### src/hdl/epa_pkg.sv
// Shared types, constants and lookup functions of the event plane angle unit.
package epa_pkg;

  localparam int unsigned CH_W     = 6;
  localparam int unsigned CHG_W    = 12;
  localparam int unsigned ANG_W    = 17;
  localparam int unsigned CSUM_W   = 18;
  localparam int unsigned Q_W      = 36;
  localparam int unsigned COEF_W   = 16;
  localparam int unsigned ACC_W    = 18;
  localparam int unsigned ROT_W    = 40;
  localparam int unsigned ATAN_LEN = 24;
  localparam int unsigned ATAN_W   = 14;

  localparam logic [CH_W-1:0]   NUM_CH    = 6'd48;
  localparam logic [CSUM_W-1:0] CSUM_MAX  = 18'h3FFFF;
  localparam logic signed [ACC_W-1:0] ANG_HALF_PI = 18'sd16384;
  localparam logic signed [ACC_W-1:0] ANG_MAX     = 18'sd32768;
  localparam logic signed [ACC_W-1:0] ANG_MIN     = -18'sd32768;

  typedef struct packed {
    logic signed [COEF_W-1:0] cos2;
    logic signed [COEF_W-1:0] sin2;
  } coef_t;

  typedef struct packed {
    logic clear;
    logic add;
  } acc_ctrl_t;

  // cos(2phi), sin(2phi) in Q1.14 for a channel inside the valid range
  function automatic coef_t seg_coef(logic [CH_W-1:0] ch);
    logic [1:0] m8;
    logic [2:0] m16;
    coef_t      c;
    m8  = 2'd0;
    m16 = 3'd0;
    c   = '0;
    case (ch[2:0])
      3'd0: m8 = 2'd1;
      3'd1: m8 = 2'd0;
      3'd2: m8 = 2'd3;
      3'd3: m8 = 2'd2;
      3'd4: m8 = 2'd2;
      3'd5: m8 = 2'd3;
      3'd6: m8 = 2'd0;
      default: m8 = 2'd1;
    endcase
    case (ch[3:0])
      4'd0:  m16 = 3'd3;
      4'd1:  m16 = 3'd1;
      4'd2:  m16 = 3'd7;
      4'd3:  m16 = 3'd5;
      4'd4:  m16 = 3'd5;
      4'd5:  m16 = 3'd7;
      4'd6:  m16 = 3'd1;
      4'd7:  m16 = 3'd3;
      4'd8:  m16 = 3'd2;
      4'd9:  m16 = 3'd0;
      4'd10: m16 = 3'd6;
      4'd11: m16 = 3'd4;
      4'd12: m16 = 3'd4;
      4'd13: m16 = 3'd6;
      4'd14: m16 = 3'd0;
      default: m16 = 3'd2;
    endcase
    if (ch < 6'd32) begin
      case (m8)
        2'd0: c = '{cos2: 16'sd11585,  sin2: 16'sd11585};
        2'd1: c = '{cos2: -16'sd11585, sin2: 16'sd11585};
        2'd2: c = '{cos2: -16'sd11585, sin2: -16'sd11585};
        default: c = '{cos2: 16'sd11585, sin2: -16'sd11585};
      endcase
    end else begin
      case (m16)
        3'd0: c = '{cos2: 16'sd15137,  sin2: 16'sd6270};
        3'd1: c = '{cos2: 16'sd6270,   sin2: 16'sd15137};
        3'd2: c = '{cos2: -16'sd6270,  sin2: 16'sd15137};
        3'd3: c = '{cos2: -16'sd15137, sin2: 16'sd6270};
        3'd4: c = '{cos2: -16'sd15137, sin2: -16'sd6270};
        3'd5: c = '{cos2: -16'sd6270,  sin2: -16'sd15137};
        3'd6: c = '{cos2: 16'sd6270,   sin2: -16'sd15137};
        default: c = '{cos2: 16'sd15137, sin2: -16'sd6270};
      endcase
    end
    return c;
  endfunction

  // atan(2^-i) in units of pi/32768
  function automatic logic [ATAN_W-1:0] atan_unit(logic [4:0] idx);
    logic [ATAN_W-1:0] a;
    case (idx)
      5'd0:  a = 14'd8192;
      5'd1:  a = 14'd4836;
      5'd2:  a = 14'd2555;
      5'd3:  a = 14'd1297;
      5'd4:  a = 14'd651;
      5'd5:  a = 14'd326;
      5'd6:  a = 14'd163;
      5'd7:  a = 14'd81;
      5'd8:  a = 14'd41;
      5'd9:  a = 14'd20;
      5'd10: a = 14'd10;
      5'd11: a = 14'd5;
      5'd12: a = 14'd3;
      5'd13: a = 14'd1;
      5'd14: a = 14'd1;
      default: a = 14'd0;
    endcase
    return a;
  endfunction

endpackage

### src/hdl/epa_accum.sv
// Saturating Q-vector and charge accumulators of one bunch crossing.
module epa_accum (
  input  logic                               clk_i,
  input  logic                               rst_ni,
  input  epa_pkg::acc_ctrl_t                 ctrl_i,
  input  logic [epa_pkg::CHG_W-1:0]          q_i,
  input  epa_pkg::coef_t                     coef_i,
  output logic signed [epa_pkg::Q_W-1:0]     qx_o,
  output logic signed [epa_pkg::Q_W-1:0]     qy_o,
  output logic [epa_pkg::CSUM_W-1:0]         csum_o
);
  import epa_pkg::*;

  localparam int unsigned P_W = CHG_W + 1 + COEF_W;

  logic signed [Q_W-1:0]  qx_q, qx_d, qy_q, qy_d;
  logic [CSUM_W-1:0]      csum_q, csum_d;
  logic signed [P_W-1:0]  px, py;
  logic signed [Q_W:0]    sx, sy;
  logic [CSUM_W:0]        sc;

  function automatic logic signed [Q_W-1:0] sat_q(logic signed [Q_W:0] v);
    logic signed [Q_W-1:0] r;
    if (v[Q_W] != v[Q_W-1]) begin
      r = v[Q_W] ? {1'b1, {(Q_W-1){1'b0}}} : {1'b0, {(Q_W-1){1'b1}}};
    end else begin
      r = v[Q_W-1:0];
    end
    return r;
  endfunction

  assign px = $signed({1'b0, q_i}) * coef_i.cos2;
  assign py = $signed({1'b0, q_i}) * coef_i.sin2;
  assign sx = (Q_W+1)'(qx_q) + (Q_W+1)'(px);
  assign sy = (Q_W+1)'(qy_q) + (Q_W+1)'(py);
  assign sc = {1'b0, csum_q} + (CSUM_W+1)'(q_i);

  always_comb begin
    qx_d   = qx_q;
    qy_d   = qy_q;
    csum_d = csum_q;
    if (ctrl_i.clear) begin
      qx_d   = '0;
      qy_d   = '0;
      csum_d = '0;
    end else if (ctrl_i.add) begin
      qx_d   = sat_q(sx);
      qy_d   = sat_q(sy);
      csum_d = sc[CSUM_W] ? CSUM_MAX : sc[CSUM_W-1:0];
    end
  end

  always_ff @(posedge clk_i or negedge rst_ni) begin
    if (!rst_ni) begin
      qx_q   <= '0;
      qy_q   <= '0;
      csum_q <= '0;
    end else begin
      qx_q   <= qx_d;
      qy_q   <= qy_d;
      csum_q <= csum_d;
    end
  end

  assign qx_o   = qx_q;
  assign qy_o   = qy_q;
  assign csum_o = csum_q;

endmodule

### src/hdl/epa_cordic.sv
// Iterative vectoring CORDIC: one rotation step per cycle on a shared add/shift unit.
module epa_cordic #(
  parameter int unsigned STEPS = 16
) (
  input  logic                                clk_i,
  input  logic                                rst_ni,
  input  logic                                start_i,
  input  logic signed [epa_pkg::Q_W-1:0]      x_i,
  input  logic signed [epa_pkg::Q_W-1:0]      y_i,
  output logic                                done_o,
  output logic signed [epa_pkg::ANG_W-1:0]    angle_o
);
  import epa_pkg::*;

  localparam int unsigned N      = (STEPS < ATAN_LEN) ? STEPS : ATAN_LEN;
  localparam int unsigned STEP_W = (N > 1) ? $clog2(N) : 1;
  localparam logic [STEP_W-1:0] LAST_STEP = STEP_W'(N - 1);

  logic signed [ROT_W-1:0] x_q, x_d, y_q, y_d, x0, y0, dx, dy;
  logic signed [ACC_W-1:0] acc_q, acc_d, acc0, acc_fin;
  logic signed [ACC_W-1:0] atan_s;
  logic [STEP_W-1:0]       step_q, step_d;
  logic                    busy_q, busy_d, done_q, done_d;
  logic signed [ANG_W-1:0] angle_q, angle_d;

  // quadrant pre-rotation by +-pi/2 for a vector in the left half plane
  always_comb begin
    x0   = ROT_W'(x_i);
    y0   = ROT_W'(y_i);
    acc0 = '0;
    if (x_i < 0) begin
      if (y_i >= 0) begin
        x0   = ROT_W'(y_i);
        y0   = -ROT_W'(x_i);
        acc0 = ANG_HALF_PI;
      end else begin
        x0   = -ROT_W'(y_i);
        y0   = ROT_W'(x_i);
        acc0 = -ANG_HALF_PI;
      end
    end
  end

  assign dx     = y_q >>> step_q;
  assign dy     = x_q >>> step_q;
  assign atan_s = $signed({{(ACC_W-ATAN_W){1'b0}}, atan_unit(5'(step_q))});

  always_comb begin
    x_d     = x_q;
    y_d     = y_q;
    acc_d   = acc_q;
    step_d  = step_q;
    busy_d  = busy_q;
    done_d  = 1'b0;
    angle_d = angle_q;
    acc_fin = acc_q;
    if (start_i) begin
      x_d    = x0;
      y_d    = y0;
      acc_d  = acc0;
      step_d = '0;
      busy_d = 1'b1;
    end else if (busy_q) begin
      if (y_q >= 0) begin
        x_d   = x_q + dx;
        y_d   = y_q - dy;
        acc_d = acc_q + atan_s;
      end else begin
        x_d   = x_q - dx;
        y_d   = y_q + dy;
        acc_d = acc_q - atan_s;
      end
      step_d = step_q + 1'b1;
      if (step_q == LAST_STEP) begin
        busy_d  = 1'b0;
        done_d  = 1'b1;
        acc_fin = acc_d;
        if (acc_d > ANG_MAX) acc_fin = ANG_MAX;
        if (acc_d < ANG_MIN) acc_fin = ANG_MIN;
        angle_d = acc_fin[ANG_W-1:0];
      end
    end
  end

  always_ff @(posedge clk_i or negedge rst_ni) begin
    if (!rst_ni) begin
      busy_q <= 1'b0;
      done_q <= 1'b0;
      step_q <= '0;
    end else begin
      busy_q <= busy_d;
      done_q <= done_d;
      step_q <= step_d;
    end
  end

  always_ff @(posedge clk_i) begin
    x_q     <= x_d;
    y_q     <= y_d;
    acc_q   <= acc_d;
    angle_q <= angle_d;
  end

  assign done_o  = done_q;
  assign angle_o = angle_q;

endmodule

### src/hdl/event_plane_angle_unit.sv
// Top level of the event plane angle unit: hit sequencer, accumulators, CORDIC, result register.
//
// Input channel: one channel hit per word (channel_i, charge_i, last_i) on
// in_valid_i / in_ready_o. Only the low CHARGE_BITS bits of charge_i count;
// channels 48..63 add nothing but their last flag still ends the crossing.
// A hit is taken in its accept cycle and then passes an accumulate state in which
// both charge*coefficient products are added into the saturating Q sums.
// in_ready_o is low during that state.
// A hit with last_i set then passes a finish state and runs the CORDIC, one
// rotation per cycle for min(CORDIC_STEPS, 24) steps; the result word is then
// loaded into the output register and shown on out_valid_o. An empty or
// fully cancelling crossing skips the CORDIC.
// Output channel: plane_angle_o, charge_total_o, empty_res_o on out_valid_o /
// out_ready_i, held in an output register. Hits of the next crossing are taken
// while a result waits; only the next result waits for the register to free.
// Reset clears the sums, the sequencer and the output valid.
module event_plane_angle_unit #(
  parameter int unsigned CHARGE_BITS  = 12,
  parameter int unsigned CORDIC_STEPS = 16
) (
  input  logic                                 clk_i,
  input  logic                                 rst_ni,
  input  logic                                 in_valid_i,
  output logic                                 in_ready_o,
  input  logic [epa_pkg::CH_W-1:0]             channel_i,
  input  logic [epa_pkg::CHG_W-1:0]            charge_i,
  input  logic                                 last_i,
  output logic                                 out_valid_o,
  input  logic                                 out_ready_i,
  output logic signed [epa_pkg::ANG_W-1:0]     plane_angle_o,
  output logic [epa_pkg::CSUM_W-1:0]           charge_total_o,
  output logic                                 empty_res_o
);
  import epa_pkg::*;

  localparam int unsigned CB = (CHARGE_BITS < CHG_W) ? CHARGE_BITS : CHG_W;
  localparam logic [CHG_W-1:0] QMASK = CHG_W'((33'd1 << CB) - 33'd1);

  typedef enum logic [2:0] {
    S_IDLE,
    S_ACC,
    S_FIN,
    S_ROT,
    S_DONE
  } state_e;

  state_e                  state_q;
  logic [CHG_W-1:0]        q_q;
  coef_t                   coef_q;
  logic                    hit_q, last_q;
  logic signed [ANG_W-1:0] res_angle_q;
  logic                    out_valid_q;
  logic signed [ANG_W-1:0] plane_angle_q;
  logic [CSUM_W-1:0]       charge_total_q;
  logic                    empty_q;

  acc_ctrl_t               acc_ctrl;
  logic signed [Q_W-1:0]   qx, qy;
  logic [CSUM_W-1:0]       csum;
  logic                    run_cordic, cordic_start, cordic_done;
  logic signed [ANG_W-1:0] cordic_angle;
  logic                    accept, out_free, load_out;

  assign accept       = in_valid_i && in_ready_o;
  assign in_ready_o   = (state_q == S_IDLE);
  assign out_free     = !out_valid_q || out_ready_i;
  assign load_out     = (state_q == S_DONE) && out_free;
  assign run_cordic   = (csum != '0) && !((qx == '0) && (qy == '0));
  assign cordic_start = (state_q == S_FIN) && run_cordic;

  assign acc_ctrl = '{clear: load_out, add: (state_q == S_ACC) && hit_q};

  epa_accum u_accum (
    .clk_i  (clk_i),
    .rst_ni (rst_ni),
    .ctrl_i (acc_ctrl),
    .q_i    (q_q),
    .coef_i (coef_q),
    .qx_o   (qx),
    .qy_o   (qy),
    .csum_o (csum)
  );

  epa_cordic #(
    .STEPS (CORDIC_STEPS)
  ) u_cordic (
    .clk_i   (clk_i),
    .rst_ni  (rst_ni),
    .start_i (cordic_start),
    .x_i     (qx),
    .y_i     (qy),
    .done_o  (cordic_done),
    .angle_o (cordic_angle)
  );

  always_ff @(posedge clk_i or negedge rst_ni) begin
    if (!rst_ni) begin
      state_q     <= S_IDLE;
      out_valid_q <= 1'b0;
    end else begin
      if (load_out) begin
        out_valid_q <= 1'b1;
      end else if (out_valid_q && out_ready_i) begin
        out_valid_q <= 1'b0;
      end
      unique case (state_q)
        S_IDLE: begin
          if (accept) state_q <= S_ACC;
        end
        S_ACC: begin
          state_q <= last_q ? S_FIN : S_IDLE;
        end
        S_FIN: begin
          state_q <= run_cordic ? S_ROT : S_DONE;
        end
        S_ROT: begin
          if (cordic_done) state_q <= S_DONE;
        end
        S_DONE: begin
          if (out_free) state_q <= S_IDLE;
        end
        default: state_q <= S_IDLE;
      endcase
    end
  end

  // payload registers
  always_ff @(posedge clk_i) begin
    if (accept) begin
      q_q    <= charge_i & QMASK;
      coef_q <= seg_coef(channel_i);
      hit_q  <= (channel_i < NUM_CH);
      last_q <= last_i;
    end
    if (state_q == S_FIN && !run_cordic) res_angle_q <= '0;
    if (state_q == S_ROT && cordic_done) res_angle_q <= cordic_angle;
    if (load_out) begin
      plane_angle_q  <= res_angle_q;
      charge_total_q <= csum;
      empty_q        <= (csum == '0);
    end
  end

  assign out_valid_o    = out_valid_q;
  assign plane_angle_o  = plane_angle_q;
  assign charge_total_o = charge_total_q;
  assign empty_res_o    = empty_q;

endmodule

### config.mk
export PLATFORM = sky130hd
export DESIGN_NAME = event_plane_angle_unit
export DESIGN_NICKNAME = d
export VERILOG_FILES = /design/src/hdl/epa_pkg.sv /design/src/hdl/epa_accum.sv /design/src/hdl/epa_cordic.sv /design/src/hdl/event_plane_angle_unit.sv
export SDC_FILE = /design/constraint.sdc
export NUM_CORES = 2
export LEC_CHECK = 0
export BUFFER_PORTS_ARGS = -buffer_cell sky130_fd_sc_hd__buf_2
export CAP_MARGIN = 20
export CORE_UTILIZATION = 35
export CTS_BUF_LIST = sky130_fd_sc_hd__clkbuf_4
export CTS_CLUSTER_DIAMETER = 60
export DETAILED_ROUTE_END_ITERATION = 8
export PLACE_DENSITY = 0.47
export SLEW_MARGIN = 0
export SYNTH_ARGS = -nofsm -noshare
export SYNTH_HDL_FRONTEND = slang
export SYNTH_SLANG_ARGS = --single-unit
### constraint.sdc
create_clock -name clk_i -period 22.2 [get_ports clk_i]
set_input_delay 1.11 -clock clk_i [delete_from_list [all_inputs] [get_ports clk_i]]
set_output_delay 1.11 -clock clk_i [all_outputs]
set_load 0.005 [all_outputs]
[After elaboration in Yosys (flattened, before gate mapping)]
Memories as Yosys holds them, arrays and structs flattened.
Cells that the tools add are included.
W data, S select, Z words.
Word-level totals
  flip-flop bits (word level): 314
  memory bits (read-only): 272
  bits of input ports: 23
  output and inout bits: 38
  word-level logic and storage cells: 155
  memories kept: 2
Memory list
  (name not given): depth 16, bits a word 14, rd ports 1, clocked after Yosys merged registers in 0, wr ports 0, line epa_pkg.sv:92  | case (idx)
  (name not given): depth 16, bits a word 3, rd ports 1, clocked after Yosys merged registers in 0, wr ports 0, line epa_pkg.sv:49  | case (ch[3:0])
Operators by class
  add/subtract/negate cells: 12
  $mul: 2
  order comparisons: 7
  eq/ne operators: 24
  shift-type cells: 2
  mux-type cells: 53
  bitwise gates (word level): 1
  reduce and logical (&&, ||, !) cells: 30
Operators with widths (number)
  $mux W40: 10
  $mux W36: 8
  $pmux W32 S7: 1
  $mux W18: 10
  $pmux W32 S3: 1
  $add A40 B40 Y40: 2
  $neg A36 Y40: 2
  $sshr A40 B4 Y40: 2
  $sub A40 B40 Y40: 2
  $add A36 B29 Y37: 2
  $logic_not A36 Y1: 2
  $mul A13 B16 Y29: 2
  $mux W17: 3
  $ge A40 B1 Y1 const B: 1
  $ge A36 B1 Y1 const B: 1
  $lt A36 B1 Y1 const B: 1
  $mux W32: 1
  $eq A3 B3 Y1 const B: 7
  $add A18 B12 Y19: 1
  $add A18 B15 Y18: 1
  $eq A3 B2 Y1 const B: 6
  $gt A18 B17 Y1 const B: 1
  $logic_not A18 Y1: 1
  $lt A18 B16 Y1 const B: 1
  26 further kinds: 62

[Longest topological paths before layout]
  depth after elaboration: 8
  mapped depth: 30
  depth with buffers taken out: 26

[Hierarchy]
A second synthesis with hierarchy kept.
Second synthesis, totals
  cell total of the unflattened synthesis: 4854
  area, all modules: 43920.9 um^2
Modules (own cells, without submodules)
  epa_accum: instances 1, cells each 2454, area each 22211.3 um^2, seq. area each 2252.2 um^2
  epa_cordic: instances 1, cells each 2167, area each 18129.9 um^2, seq. area each 3603.5 um^2
  event_plane_angle_unit: instances 1, cells each 233, area each 3579.7 um^2, seq. area each 2712.6 um^2

[Worst setup path before layout]
Ideal clock, no wire load.
  path type: reg2reg
  start point: register q_q[8]
  end point: register u_accum.qy_q[18] (netlist: u_accum.qy_o[18])
  setup time: 0.126 ns
  arrival time: 7.480 ns
  path slack: 14.593 ns
  cell stages (with the launch flop): 28
  path buffers: 4
  period minus slack after synthesis: 7.607 ns
  cell sequence: edfxtp_1 -> clkbuf_1 -> clkbuf_1 -> clkbuf_1 -> nand2_1 -> inv_1 -> fa_1 -> inv_1 -> fa_1 -> inv_1 -> fa_1 -> fa_1 -> fa_1 -> inv_1 -> fa_1 -> inv_1 -> ha_1 -> o21ai_0 -> or3_1 -> a32o_1 -> a211oi_1 -> a21oi_1 -> a31o_2 -> mux2i_1 -> a2111oi_2 -> a21oi_2 -> clkbuf_1 -> a221o_1
On the way
  cells in the longest elaborated chain, start to end: 6
  elaborated cells on any way between the ends: 7
  those cells by class: add/sub: 1; mul: 1; eq/ne: 1; mux: 4
RTL lines
  start, declared: line event_plane_angle_unit.sv:48  | logic [CHG_W-1:0] q_q;
  start signal, assigned: line event_plane_angle_unit.sv:130  | q_q <= charge_i & QMASK;
  $mul A13 B16 Y29 (*): line epa_accum.sv:33  | assign py = $signed({1'b0, q_i}) * coef_i.sin2;
  $add A36 B29 Y37 (*): line epa_accum.sv:35  | assign sy = (Q_W+1)'(qy_q) + (Q_W+1)'(py);
  $mux W36 or $ne A1 B1 Y1 (tied branches): line epa_accum.sv:25, epa_accum.sv:24
  $mux W36 (*): line epa_accum.sv:24  | if (v[Q_W] != v[Q_W-1]) begin
  $mux W36 (*): line epa_accum.sv:46  | end else if (ctrl_i.add) begin
  $mux W36 (*): line epa_accum.sv:42  | if (ctrl_i.clear) begin
  end signal, assigned: line epa_accum.sv:60  | qy_q <= qy_d;
  end, declared: line epa_accum.sv:16  | logic signed [Q_W-1:0] qx_q, qx_d, qy_q, qy_d;
Mark *: on every way between the ends. The rest lies on a longest branch, timed or not. The select of a mux whose other input is x is not followed.
A chain may end at the register's enable or synchronous reset.

[Final worst setup path]
  start point: register coef_q[4] (netlist name)
  end point: register u_accum.qy_q[19] (netlist: u_accum.qy_o[19])
On the way
  cells in the longest elaborated chain, start to end: 6
  elaborated cells on any way between the ends: 7
  those cells by class: add/sub: 1; mul: 1; eq/ne: 1; mux: 4
RTL lines
  start, declared: line event_plane_angle_unit.sv:49  | coef_t coef_q;
  start signal, assigned: line event_plane_angle_unit.sv:131  | coef_q <= seg_coef(channel_i);
  $mul A13 B16 Y29 (*): line epa_accum.sv:33
  $add A36 B29 Y37 (*): line epa_accum.sv:35
  $mux W36 or $ne A1 B1 Y1 (tied branches): line epa_accum.sv:25, epa_accum.sv:24
  $mux W36 (*): line epa_accum.sv:24
  $mux W36 (*): line epa_accum.sv:46
  $mux W36 (*): line epa_accum.sv:42
Marked as above.

==> summary.md <==
| Metric | Value |
|---|---|
| CTS tree | yes |
| # H-tree levels | 3 |
| Flops & latches, synth | 302 |
| Fill cells | about 12000 |
| Maximum number of pins on one net before global-route repair | 88 |
| Final worst path period need | between 8 and 9 ns |
| Startpoint Class | flip-flop |
| Core outline area | 120000 µm² |
| Worst Setup End Kind | flip-flop |
| Top Family by Delay on Critical Path | adder cells |
| Critical path's slowest cell | edfxtp_1 |
| Cell count after synthesis | roughly 4700 |
| Area delta synth->final | 6.91% |
| Crit Path Category | flip-flop to flip-flop |
| Max Freq | about 120 MHz |
| Setup TNS | 0 ns |
| Worst slew pin tran | 1.07 ns |
| Status | finished clean |
| Top Ports | 61 |
| CTS root buf | clkbuf_4 |
| Slew margin rel. | 28.0% |
| Chip Width | 351 µm |
| Critical Path Fanout Max | 20 |
| DP Area | 44300 µm² |
| Row cnt | between 100 and 150 |
| Clock tree sinks | a little over 300 |
| Global Route Usage Sum | roughly 23% |
| Initial Util | a little over a third |
| Register area share after synthesis | about a fifth |
| Clock latency on the worst-skew pair | 1.08 ns |
| Share of layout cells above drive strength 1 | 8.95% |
| Total global routing overflow | 0 |
| Final slew viol count | 0 |
| CP Data Required Time | between 20 and 25 ns |
| Post-synth net total | 5454 |
| Critical path's largest stage delay | 0.81 ns |
| Synth Cell Area | 42600 µm² |
| Cell Chain, Critical Path | and2_1, inv_1, fa_1, inv_1, fa_1, fa_1, fa_1, fa_1, inv_1, fa_1, inv_1, ha_1, inv_1, or3_1, a32o_1, a211oi_1, a21oi_1, a31o_2, mux2i_1, a2111oi_4, buf_4, nor3_1, buf_4, a221o_1 |
| DR WL/cell | 21.8 µm |
| Critical path buffers and inverters | 7 |
| Max-cap viol count | 0 |
| Drt first pass iters | 6 |
| RePlAce Congestion | 0.930 |
| WL final | 140 mm |
| Post-DRT Antenna Nets | 0 |
| Post-synth top area share | 18.2% |
| Top cell by count, worst path | fa_1 |
| # setup viols final | 0 |
| CTS clk-pin slew, worst paths | 0.07 ns |
| Post-CTS setup buffers | 0 |
| First-pass GRT wire length | around 210 mm |
| Asr flop ratio synth | 33.1% |
| Vias in the first global route | ~34000 |
| Initial DRC Count | 2511 |
| Die height | 351 µm |
| Most frequent cell after synthesis | inv_1 |
| Drt via density | roughly 5.4 |
| Part of the cycle the worst path needs | 37.3% |
| Synth top area cells | fa_1 (18%), edfxtp_1 (14%), ha_1 (8.9%) |
| Multi-input logic area | 30800 µm² |
| CTS max path bufs | 3 |
| Final instance area | 45500 µm² |
| Initial antenna violation count | 5 |
| Fin nets | 5426 |
| Commonest cells post-synth | inv_1 (602), nand2_1 (472), fa_1 (388) |
| Critical Path AT | 9.19 ns |
| # port buffers | 60 |
| DRC | 0 |
| Post-DP HPWL | 111 mm |
| Synth Flop Type | edfxtp_1 |
| Area leader, netlist | fa_1 |
| Netlist cell types | 106 |
| Die area | 123000 µm² |
| Routed via count | 34400 |
| Final count of hold timing violations | 0 |
| Clock Skew | 0.156 ns |
| Post-synth EDFFs | 202 |
| Synth Area per Inst | ~9 µm² |
| Worst Hold Class | input pin to flip-flop |
| Num CTS Buffers | 92 |
| Unrepaired setup endpoints after global routing | false |
| Register area | approximately 8600 µm² |
| Warnings, synthesis | 0 |
-- layout make-up --
class                   count  share of cell area, %
multi-input cells        3597                   67.6
flip-flops and latches    302                   18.9
inverters                 606                   5.00
well taps                1612                   4.43
clock buffers             129                   2.13
repair buffers            113                   1.54
clock inverters            33                  0.434
diodes                      6                 0.0330
-- logic make-up (layout without fill, tap and decap cells) --
family | count (synthesis) | count (layout) | share of synthesized area, %
AO/OA/AOI/OAI | 1119 | 1119 | 17.1
other | 0 | 6 | 0
flip-flops | 302 | 302 | 20.1
buffers and inverters | 841 | 881 | 7.73
adder cells (fa/ha/maj) | 706 | 706 | 27.5
AND/OR/NAND/NOR | 1247 | 1247 | 14.3
XOR/XNOR | 339 | 339 | 6.97
multiplexers | 186 | 186 | 6.27
-- cell usage in the layout (no fill, tap or decap), types with 94 or more instances in the layout --
master / count
nor2_1: 203
xor2_1: 130
xnor2_1: 209
inv_1: 601
edfxtp_1: 202
o21ai_0: 280
ha_1: 303
fa_1: 388
a21oi_1: 258
dfrtp_1: 94
a21o_1: 121
and2_1: 171
nand2_1: 472
clkbuf_4: 129
-- state kept, by name (all words and copies together), names as in the netlist, 3 cells and up --
| name | flops |
|---|---|
| q_q | 12 |
| u_cordic.y_q | 40 |
| u_cordic.angle_o | 17 |
| coef_q | 20 |
| u_accum.qy_o | 36 |
| state_q | 3 |
| u_cordic.acc_q | 18 |
| u_cordic.step_q | 4 |
| plane_angle_o | 17 |
| u_accum.csum_o | 18 |
| u_accum.qx_o | 36 |
| u_cordic.x_q | 40 |
| charge_total_o | 18 |
| res_angle_q | 17 |
-- worst paths after layout --
kind	start	end	slack [ns]	cells past startpoint
min in group asynchronous	rst_ni	u_cordic.step_q[1]	0.58	2
worst max register to register	coef_q[4]	u_accum.qy_o[19]	13.91	24
worst max-delay path	coef_q[4]	u_accum.qy_o[19]	13.91	24
worst min-delay path	charge_i[5]	q_q[5]	0.31	1
max in group asynchronous	rst_ni	u_accum.qx_o[35]	20.01	3
worst min register to register	res_angle_q[2]	plane_angle_o[2]	0.41	0
-- stage by stage --
step	std cells	setup WS [ns]	hold WS (ns)	util, %
after floorplan	4740	14.59	0.400	-
after global placement	6228	14.16	0.401	36.9
after detailed placement	6228	14.03	0.406	36.9
after CTS	6391	14.00	0.203	37.8
after global routing	6398	13.63	0.203	37.9
final	6398	13.91	0.310	37.9
-- layer usage --
metal / share of wire [%] / track usage [%] / wire (µm)
met1: 48 / 32.7 / 66900
met2: 44 / 35.4 / 61900
met3: 4.8 / 3.22 / 6640
met5: 0.019 / 0 / 26
met4: 2.9 / 6.46 / 4030
-- what timing repair did --
| action | 4_1_cts | 5_1_grt |
|---|---|---|
| hold endpoints to repair | 1 | 0 |
| hold buffers | 1 | 0 |
| resized for setup | 0 | 0 |
Power is left out: the tool's default activity adds up to more than one toggle a clock period on the data nets, which glitch-free logic cannot reach.
